`src/rtl/core/eicq_pkg.sv`:
```
// ----------------------------------------------------------------------------
// eicq_pkg
// shared widths and reset constants for the eisenstein coefficient reducer
// ----------------------------------------------------------------------------
package eicq_pkg;

	localparam int COEFF_W = 32;             // width of each coefficient part
	localparam int MOD_W   = 14;             // width of the modulus q
	localparam int REM_W   = 15;             // width of a signed result part

	localparam logic [MOD_W-1:0] MOD_RESET = 14'd701;

	// dividend bits consumed by one lane stage
	localparam int EICQ_STEP_BITS = 4;

endpackage

```
`src/rtl/core/eicq_lane.sv`:
```
// ----------------------------------------------------------------------------
// eicq_lane
// pipelined restoring remainder of one 32-bit part modulo q
// ----------------------------------------------------------------------------
module eicq_lane import eicq_pkg::*; #(
	parameter int STEP_BITS = EICQ_STEP_BITS
) (
	input  logic               clk,
	input  logic [COEFF_W-1:0] coeff,
	input  logic [MOD_W-1:0]   modulus,
	output logic [MOD_W-1:0]   rem
);

	localparam int NSTG = COEFF_W / STEP_BITS;

	// one restoring step: shift in a dividend bit, subtract q when it fits
	function automatic logic [MOD_W-1:0] mod_step(
		input logic [MOD_W-1:0] r,
		input logic             b,
		input logic [MOD_W-1:0] q
	);
		logic [MOD_W:0] t;
		logic [MOD_W:0] d;
		t = {r, b};
		d = t - {1'b0, q};
		if (t >= {1'b0, q}) begin
			return d[MOD_W-1:0];
		end
		return t[MOD_W-1:0];
	endfunction

	logic [MOD_W-1:0]   rem_s [NSTG];
	logic [COEFF_W-1:0] div_s [NSTG-1];

	for (genvar k = 0; k < NSTG; k++) begin : g_stage
		logic [MOD_W-1:0]   r_in;
		logic [COEFF_W-1:0] d_in;
		logic [MOD_W-1:0]   r_nxt;
		logic [COEFF_W-1:0] d_nxt;

		if (k == 0) begin : g_first
			assign r_in = '0;
			assign d_in = coeff;
		end else begin : g_next
			assign r_in = rem_s[k-1];
			assign d_in = div_s[k-1];
		end

		always_comb begin
			r_nxt = r_in;
			d_nxt = d_in;
			for (int j = 0; j < STEP_BITS; j++) begin
				r_nxt = mod_step(r_nxt, d_nxt[COEFF_W-1], modulus);
				d_nxt = {d_nxt[COEFF_W-2:0], 1'b0};
			end
		end

		always_ff @(posedge clk) begin
			rem_s[k] <= r_nxt;
		end

		if (k < NSTG - 1) begin : g_div
			always_ff @(posedge clk) begin
				div_s[k] <= d_nxt;
			end
		end
	end

	// a zero modulus reduces everything to zero
	assign rem = (modulus == '0) ? '0 : rem_s[NSTG-1];

endmodule

```
`src/rtl/core/eicq_region.sv`:
```
// ----------------------------------------------------------------------------
// eicq_region
// merges both lane remainders into the hexagonal representative
// ----------------------------------------------------------------------------
module eicq_region import eicq_pkg::*; (
	input  logic                    clk,
	input  logic [MOD_W-1:0]        x,
	input  logic [MOD_W-1:0]        y,
	input  logic [MOD_W-1:0]        modulus,
	output logic signed [REM_W-1:0] rem_real,
	output logic signed [REM_W-1:0] rem_omega
);

	localparam int CALC_W = MOD_W + 3;

	logic signed [CALC_W-1:0] xs, ys, qs, dx, dy, rx, ry;
	logic                     t1, t2, t3;

	assign xs = $signed({3'b000, x});
	assign ys = $signed({3'b000, y});
	assign qs = $signed({3'b000, modulus});
	assign dx = xs <<< 1;
	assign dy = ys <<< 1;

	assign t1 = (xs + ys > qs) && (dx > ys) && (dy >= xs);
	assign t2 = (dx - ys > qs) && (dy < xs);
	assign t3 = (dy - xs >= qs) && (dx <= ys);

	always_comb begin
		if (modulus == MOD_W'(2)) begin
			// (1,1) folds to (-1,-1), anything else passes
			if (x == MOD_W'(1) && y == MOD_W'(1)) begin
				rx = -CALC_W'(1);
				ry = -CALC_W'(1);
			end else begin
				rx = xs;
				ry = ys;
			end
		end else begin
			rx = ((t1 || t2) && !t3) ? xs - qs : xs;
			ry = ((t1 || t3) && !t2) ? ys - qs : ys;
		end
	end

	always_ff @(posedge clk) begin
		rem_real  <= rx[REM_W-1:0];
		rem_omega <= ry[REM_W-1:0];
	end

endmodule

```
`src/rtl/core/eisenstein_coeff_mod_q_unit.sv`:
```
// ----------------------------------------------------------------------------
// eisenstein_coeff_mod_q_unit
// reduces an eisenstein coefficient a + b*w modulo q into the hexagonal domain
// ----------------------------------------------------------------------------
//  channel   signals                          direction  transfer
//  command   start, busy, coeff_real/omega     in         start && !busy
//  result    done, rem_real, rem_omega         out        done (one cycle)
//  config    modulus_we, modulus_wdata         in         modulus_we
//
//  one coefficient can enter every cycle; busy is always low
//  the remainder lanes resolve STEP_BITS quotient bits per stage, then one merge stage
//  reset clears the valid pipeline and loads q = 701
//  the receiver cannot stall; every result shows for exactly one cycle
//  unchecked, the user ensures the modulus is only written while no coefficient is in flight
// ----------------------------------------------------------------------------
module eisenstein_coeff_mod_q_unit import eicq_pkg::*; #(
	parameter int STEP_BITS = EICQ_STEP_BITS   // must divide COEFF_W, below COEFF_W
) (
	input  logic                    clk,
	input  logic                    arst_n,
	// command side
	input  logic                    start,
	output logic                    busy,
	input  logic [COEFF_W-1:0]      coeff_real,
	input  logic [COEFF_W-1:0]      coeff_omega,
	// result side
	output logic                    done,
	output logic signed [REM_W-1:0] rem_real,
	output logic signed [REM_W-1:0] rem_omega,
	// modulus register
	input  logic                    modulus_we,
	input  logic [MOD_W-1:0]        modulus_wdata
);

	localparam int NSTG = COEFF_W / STEP_BITS;

	logic [MOD_W-1:0] modulus_q;
	logic [NSTG:0]    vld_q;      // one valid bit per stage, lanes then merge
	logic [MOD_W-1:0] x_rem;
	logic [MOD_W-1:0] y_rem;
	logic             accept;

	// fully pipelined, so a new transfer is always welcome
	assign busy   = 1'b0;
	assign accept = start && !busy;

	// modulus register; the user must write it only between bursts, the block does not enforce this
	always_ff @(posedge clk or negedge arst_n) begin
		if (!arst_n) begin
			modulus_q <= MOD_RESET;
		end else if (modulus_we) begin
			modulus_q <= modulus_wdata;
		end
	end

	// valid bits ride alongside the payload stages
	always_ff @(posedge clk or negedge arst_n) begin
		if (!arst_n) begin
			vld_q <= '0;
		end else begin
			vld_q <= {vld_q[NSTG-1:0], accept};
		end
	end

	assign done = vld_q[NSTG];

	// real part lane
	eicq_lane #(
		.STEP_BITS (STEP_BITS)
	) u_lane_real (
		.clk     (clk),
		.coeff   (coeff_real),
		.modulus (modulus_q),
		.rem     (x_rem)
	);

	// omega part lane
	eicq_lane #(
		.STEP_BITS (STEP_BITS)
	) u_lane_omega (
		.clk     (clk),
		.coeff   (coeff_omega),
		.modulus (modulus_q),
		.rem     (y_rem)
	);

	// region tests combine both lanes
	eicq_region u_region (
		.clk       (clk),
		.x         (x_rem),
		.y         (y_rem),
		.modulus   (modulus_q),
		.rem_real  (rem_real),
		.rem_omega (rem_omega)
	);

	// signed copy of q for range checks
	logic signed [REM_W:0] q_sgn;
	assign q_sgn = $signed({2'b00, modulus_q});

	// every result comes from an earlier transfer through the lane and merge stages
	a_done_from_start: assert property (@(posedge clk) disable iff (!arst_n)
		done |-> $past(start, NSTG + 1))
		else $error("result strobe without matching transfer");

	// lane remainders stay below q
	a_lane_range: assert property (@(posedge clk) disable iff (!arst_n)
		(vld_q[NSTG-1] && modulus_q != '0) |-> (x_rem < modulus_q && y_rem < modulus_q))
		else $error("lane remainder not below modulus");

	// for q above 2, representatives lie strictly between -q and q
	a_out_range: assert property (@(posedge clk) disable iff (!arst_n)
		(done && modulus_q > MOD_W'(2)) |->
		($signed(rem_real) > -q_sgn && $signed(rem_real) < q_sgn &&
		 $signed(rem_omega) > -q_sgn && $signed(rem_omega) < q_sgn))
		else $error("result outside hexagonal range");

endmodule

```
`config.mk`:
```
export PLATFORM = sky130hd
export DESIGN_NAME = eisenstein_coeff_mod_q_unit
export DESIGN_NICKNAME = d
export VERILOG_FILES = /design/src/rtl/core/eicq_pkg.sv /design/src/rtl/core/eicq_lane.sv /design/src/rtl/core/eicq_region.sv /design/src/rtl/core/eisenstein_coeff_mod_q_unit.sv
export SDC_FILE = /design/constraint.sdc
export NUM_CORES = 2
export LEC_CHECK = 0
export BUFFER_PORTS_ARGS = -buffer_cell sky130_fd_sc_hd__buf_2
export CELL_PAD_IN_SITES_DETAIL_PLACEMENT = 0
export CELL_PAD_IN_SITES_GLOBAL_PLACEMENT = 2
export CORE_MARGIN = 1
export CORE_UTILIZATION = 37
export DETAILED_ROUTE_END_ITERATION = 8
export MAX_ROUTING_LAYER = met4
export PLACE_DENSITY = 0.83
export SYNTH_ARGS = -nofsm -noshare
export SYNTH_HDL_FRONTEND = slang
export SYNTH_SLANG_ARGS = --single-unit
```
`constraint.sdc`:
```
create_clock -name clk -period 14.8 [get_ports clk]
set_input_delay 1.48 -clock clk [delete_from_list [all_inputs] [get_ports clk]]
set_output_delay 1.48 -clock clk [all_outputs]
set_load 0.02 [all_outputs]
```
After elaboration in Yosys (flattened, before gate mapping)
Memories as Yosys holds them, arrays and structs flattened.
Cells that the tools add are included.
- flip-flop bits (word level): 53
- memory bits (writable): 616
- input port bits: 82
- output and inout bits: 32
- logic and storage cells: 363
- memories: 4
- add/sub/neg operators: 69
- $lt $le $gt $ge: 71
- equal/unequal tests: 3
- muxes and demuxes: 200
- reductions and logical operators: 12
- memory list (memory ; depth ; bits a word ; read ports ; clocked after memory_dff ; wr ports ; RTL line ; text):
    u_lane_omega.div_s ; 7 ; 28 ; 7 ; 0 ; 7 ; eicq_lane.sv:33 ; logic [COEFF_W-1:0] div_s [NSTG-1];
    u_lane_real.div_s ; 7 ; 28 ; 7 ; 0 ; 7 ; eicq_lane.sv:33 ;
    u_lane_omega.rem_s ; 8 ; 14 ; 8 ; 0 ; 8 ; eicq_lane.sv:32 ; logic [MOD_W-1:0] rem_s [NSTG];
    u_lane_real.rem_s ; 8 ; 14 ; 8 ; 0 ; 8 ; eicq_lane.sv:32 ;
- operator list (kind ; number):
    $mux W14 ; 130
    $ge A15 B14 Y1 ; 63
    $sub A14 B14 Y14 ; 62
    $mux W15 ; 6
    $mux W1 ; 64
    $gt A17 B15 Y1 ; 2
    $sub A15 B14 Y16 ; 2
    $sub A14 B14 Y15 ; 2
    $eq A14 B1 Y1 const B ; 2
    $ge A1 B14 Y1 ; 2
    $sub A1 B14 Y14 ; 2
    $ge A17 B15 Y1 ; 1
    $add A14 B14 Y15 ; 1
    $gt A15 B14 Y1 ; 1
    $le A15 B14 Y1 ; 1
    $lt A15 B14 Y1 ; 1
    $eq A14 B2 Y1 const B ; 1
    $logic_not A14 Y1 ; 1
    $logic_and A1 B1 Y1 ; 7
    $logic_not A1 Y1 ; 2
    $logic_or A1 B1 Y1 ; 2

Logic depth before layout (Yosys ltp)
An unclocked memory read counts as a cell.
- depth in word-level cells: 13
- mapped depth: 50
- mapped depth without buffers: 44

Cells and area by module
A second synthesis with hierarchy kept.
- cell total of the unflattened synthesis: 8015
- area total of the unflattened synthesis: 65436.5 µm²
- modules (own cells, without submodules) (module ; times used ; cells each ; area each (µm²) ; seq. area each (µm²)):
    eicq_lane at u_lane_omega ; 1 ; 3639 ; 29783.6 ; 4484.3
    eicq_lane at u_lane_real ; 1 ; 3679 ; 29672.2 ; 4484.3
    eicq_region ; 1 ; 657 ; 5216.3 ; 600.6
    eisenstein_coeff_mod_q_unit ; 1 ; 40 ; 764.5 ; 584.3

Worst setup path after synthesis
No wires, ideal clock.
- path type: reg2reg
- start point: reg modulus_q[1]
- end point: mem u_lane_omega.rem_s[3][12] (netlist: u_lane_omega.rem_s[0][54])
- setup time: 122 ps
- arrival: 15381 ps
- required time: 14678 ps
- path slack: -703 ps
- stages on the path, launching flop included: 47
- buffers on the path: 7
- period minus slack after synthesis: 15503 ps
- path through: dfrtp_1 > inv_1 > clkbuf_1 > ha_1 > nand4_1 > nor2_1 > a2111oi_0 > nand2_1 > clkbuf_1 > o21ai_0 > inv_1 > ha_1 > nor2b_1 > o31a_1 > o41ai_1 > o22ai_1 > o21ai_1 > a21boi_0 > (+11 left out) > a221o_1 > nor4b_1 > or3_1 > clkbuf_1 > clkbuf_1 > o21ai_0 > ha_1 > or2_2 > a21oi_1 > a31oi_1 > a41oi_1 > a21oi_1 > or2_2 > or4_1 > nor4_1 > clkbuf_1 > a21oi_1 > a221o_1
- RTL lines (element ; RTL line ; text):
    start, declared ; eisenstein_coeff_mod_q_unit.sv:37 ; logic [MOD_W-1:0] modulus_q;
    start signal, assigned ; eisenstein_coeff_mod_q_unit.sv:52 ; modulus_q <= modulus_wdata;
    end, declared ; eicq_lane.sv:32 ;

==> results.txt <==
CTS clk-pin slew, worst paths -> 0.06 ns
DP Area -> 0.0685 mm²
Worst R2R End -> u_lane_real.rem_s[1][12]
DR DRC count -> 0
Skew-Pair Late Insertion Delay -> 0.71 ns
Top cell type by total area after synthesis -> ha_1
Slew @ Worst Pin -> 1.13 ns
Kind of critical path -> flop to flop
CTS root buf -> clkbuf_16
Post-layout util -> 40.7%
Die height -> 421 µm
Gr usage total -> 23.8%
Initial antenna violation count -> 2
Starting density of the core -> 37.3%
Worst rel slew slack -> 24.7%
Top post-synthesis cells by area -> ha_1 (19%), dfxtp_1 (15%), mux2_2 (7.1%)
Synth Flop Type -> dfxtp_1
Final worst path period need -> 12.59 ns
Chip width -> 421 µm
R2R setup slack -> 2.21 ns
Syn. warnings -> 0
DR pass1 iterations -> 6
Die ar. -> 0.177 mm²
Share of cells above drive strength 1 -> 11.0%
Crit Path Max Fanout -> 23
Status -> completed
FF-to-FF Start -> modulus_q[3]
Post-Synthesis Cells -> 8001
CP most frequent cell -> a31oi_1
Largest net degree at the start of global routing -> 49
Mapped cell area -> 0.0649 mm²
Clock skew -> 0.0385 ns
CP startpoint -> modulus_q[3]
Fraction of registers with async set/reset -> 4.59%
Total Wirelength -> 210000 µm
First-pass GRT wire length -> 326000 µm
Ports -> 114
Post-CTS Hold Fix Bufs -> 0
Hold Path Stages -> 0
DR WL/cell -> 20.0 µm
Critical path required time -> 15.34 ns
Initial drt markers -> 3911
Crit-path max cell delay -> 0.76 ns
RD Place Congestion -> 0.924
Hold Startpoint -> u_lane_omega.div_s[0][0]
Critical-path top delay cell -> a41oi_2
Hold Violations, Final -> 0
Setup TNS -> 0 ns
Max H-tree Level -> 3
Pins over their slew limit -> 0
Via count -> 59800
RSZ-0062 raised after global routing -> false
Setup Fix Bufs, Post-CTS -> 0
Post-Layout Inst Area -> 0.0709 mm²
R2r worst-path depth -> 43
Worst-case clock buffer depth -> 3
CTS Sinks -> 501
Max Cap Viol -> 0
Area Overhead vs Synth -> 9.26%
Post-synthesis cell type count -> 113
Startpoint Class -> flop
Register area share after synthesis -> 15.7%
# port buffers -> 112
Global route overflow -> 0
Fmax achieved -> 79.4 MHz
Synth Register Bits -> 501
Avg Cell Area, Syn -> 8.11 µm²
DP HPWL -> 163000 µm
CTS tree -> built
Core ar. -> 0.174 mm²
Dpl ws -> 2.27 ns
Vias/cell -> 5.69
Final nets -> 9267
CTS Buf Count -> 69
Min-Delay Endpoint -> u_lane_omega.div_s[1][4]
ANT nets after route -> 0
Critical Path AT -> 13.13 ns
Crit end category -> flop
Net count after synthesis -> 9132
Final setup viols -> 0
EDFF count, synth -> 0
Post-cts sizing count -> 0
Vias in the first global route -> 57800
Synth top area share -> 18.9%
Rows -> 153
Worst hold path type -> flop to flop
Final worst slack -> 2.21 ns
Fin crit share -> 85.1%
Filler cell count -> 17600
metrics by stage:
stage,hold slack (ns),instances
floorplan,0.310,8001
global placement,0.310,10400
detailed placement,0.312,10400
CTS,0.319,10500
global route,0.327,10500
finish,0.320,10500
worst max-delay path, delay by kind of cell, from the launching register on:
family	cells	cell delay, ns
fa+ha+maj	4	1.24
compound gates	22	6.26
simple gates	7	1.66
flops	1	0.38
mux	2	0.69
buf+inv	8	2.19
layer usage:
layer / vias to the layer above / global-route usage (%) / wire length (µm)
met4: 0 / 6.62 / 5740
met5: - / - / 0
met3: 258 / 2.17 / 7430
met2: 1250 / 38.4 / 95200
li1: 30100 / - / -
met1: 28300 / 31.6 / 102000
cells by family after synthesis:
group           after synthesis  synth area share (%)
simple gates               2251                  17.4
fa+ha+maj                  1049                  21.0
xor+xnor                    662                  8.94
mux                         554                  9.43
buf+inv                     620                  3.76
other cells                   1               0.00578
compound gates             2363                  23.8
flops                       501                  15.7
cell usage after synthesis, types with 49 or more instances:
library cell  count
inv_1           477
ha_1            982
a211oi_1         90
a21oi_1         691
mux2i_1         129
mux2_2          408
nor4_1           60
o21ai_0         509
nand4_1         152
xor2_1          226
o31ai_1          52
dfxtp_1         478
o21bai_1        102
xnor2_1         436
nand2_1         491
a21o_1          227
and2_1           49
o21a_1          114
nor2_1          579
a31oi_1          65
fa_1             67
o211ai_1         62
clkbuf_1         84
nor3_1          169
nand2b_1        126
nor2b_1         159
nand3_1         173
or3_1            58
cells in the final DEF, fill, tap and decap left out, types with 23 or more instances in the layout:
cell type / count
a221oi_1: 24
a211oi_1: 90
xor2_1: 226
buf_4: 93
clkbuf_16: 69
a221o_1: 45
nand2_1: 491
nor3b_1: 23
and3_1: 42
mux2_2: 408
and2_1: 49
o21a_1: 114
nor4_1: 58
or3_1: 58
mux2i_1: 129
o21bai_1: 102
dfxtp_1: 478
nor2_1: 579
nor3_1: 168
ha_1: 982
o31a_1: 47
buf_2: 112
nand4_1: 152
a21o_1: 227
a21oi_1: 691
a21boi_0: 38
fa_1: 67
xnor2_1: 436
a31oi_1: 65
nand2b_1: 126
nand3b_1: 25
o221ai_1: 42
or2_2: 48
nor2b_1: 159
o21ai_0: 508
o211ai_1: 62
o31ai_1: 50
nand3_1: 173
inv_1: 464
state kept, by name, indices dropped and copies added, names as in the netlist:
register            flops
u_region.rem_real      15
modulus_q              14
u_lane_omega.rem_s    112
u_lane_real.div_s     112
u_region.rem_omega     15
u_lane_omega.div_s    112
vld_q                   9
u_lane_real.rem_s     112
cell type report:
type	count	area, µm²	share of cell area [%]
flip-flops and latches	501	10200	14.3
repair buffers	207	1300	1.83
well taps	2325	2910	4.10
diodes	2	5.00	0.00706
clock inverters	38	463	0.653
inverters	477	1830	2.58
multi-input cells	6880	52300	73.8
clock buffers	86	1900	2.68
worst max path at each step:
| stage | endpoint | cells past startpoint |
|---|---|---|
| 2_1_floorplan | u_lane_real.rem_s[1][51] | 41 |
| 6_report | u_lane_real.rem_s[1][12] | 43 |
| 5_1_grt | u_lane_real.rem_s[1][12] | 43 |
| 3_5_place_dp | u_lane_real.rem_s[1][12] | 43 |
| 3_3_place_gp | u_lane_real.rem_s[1][12] | 43 |
| 4_1_cts | u_lane_real.rem_s[1][12] | 43 |
Power is not shown: default switching activity piles up to over one toggle a cycle in this logic, so the estimate is an artifact.
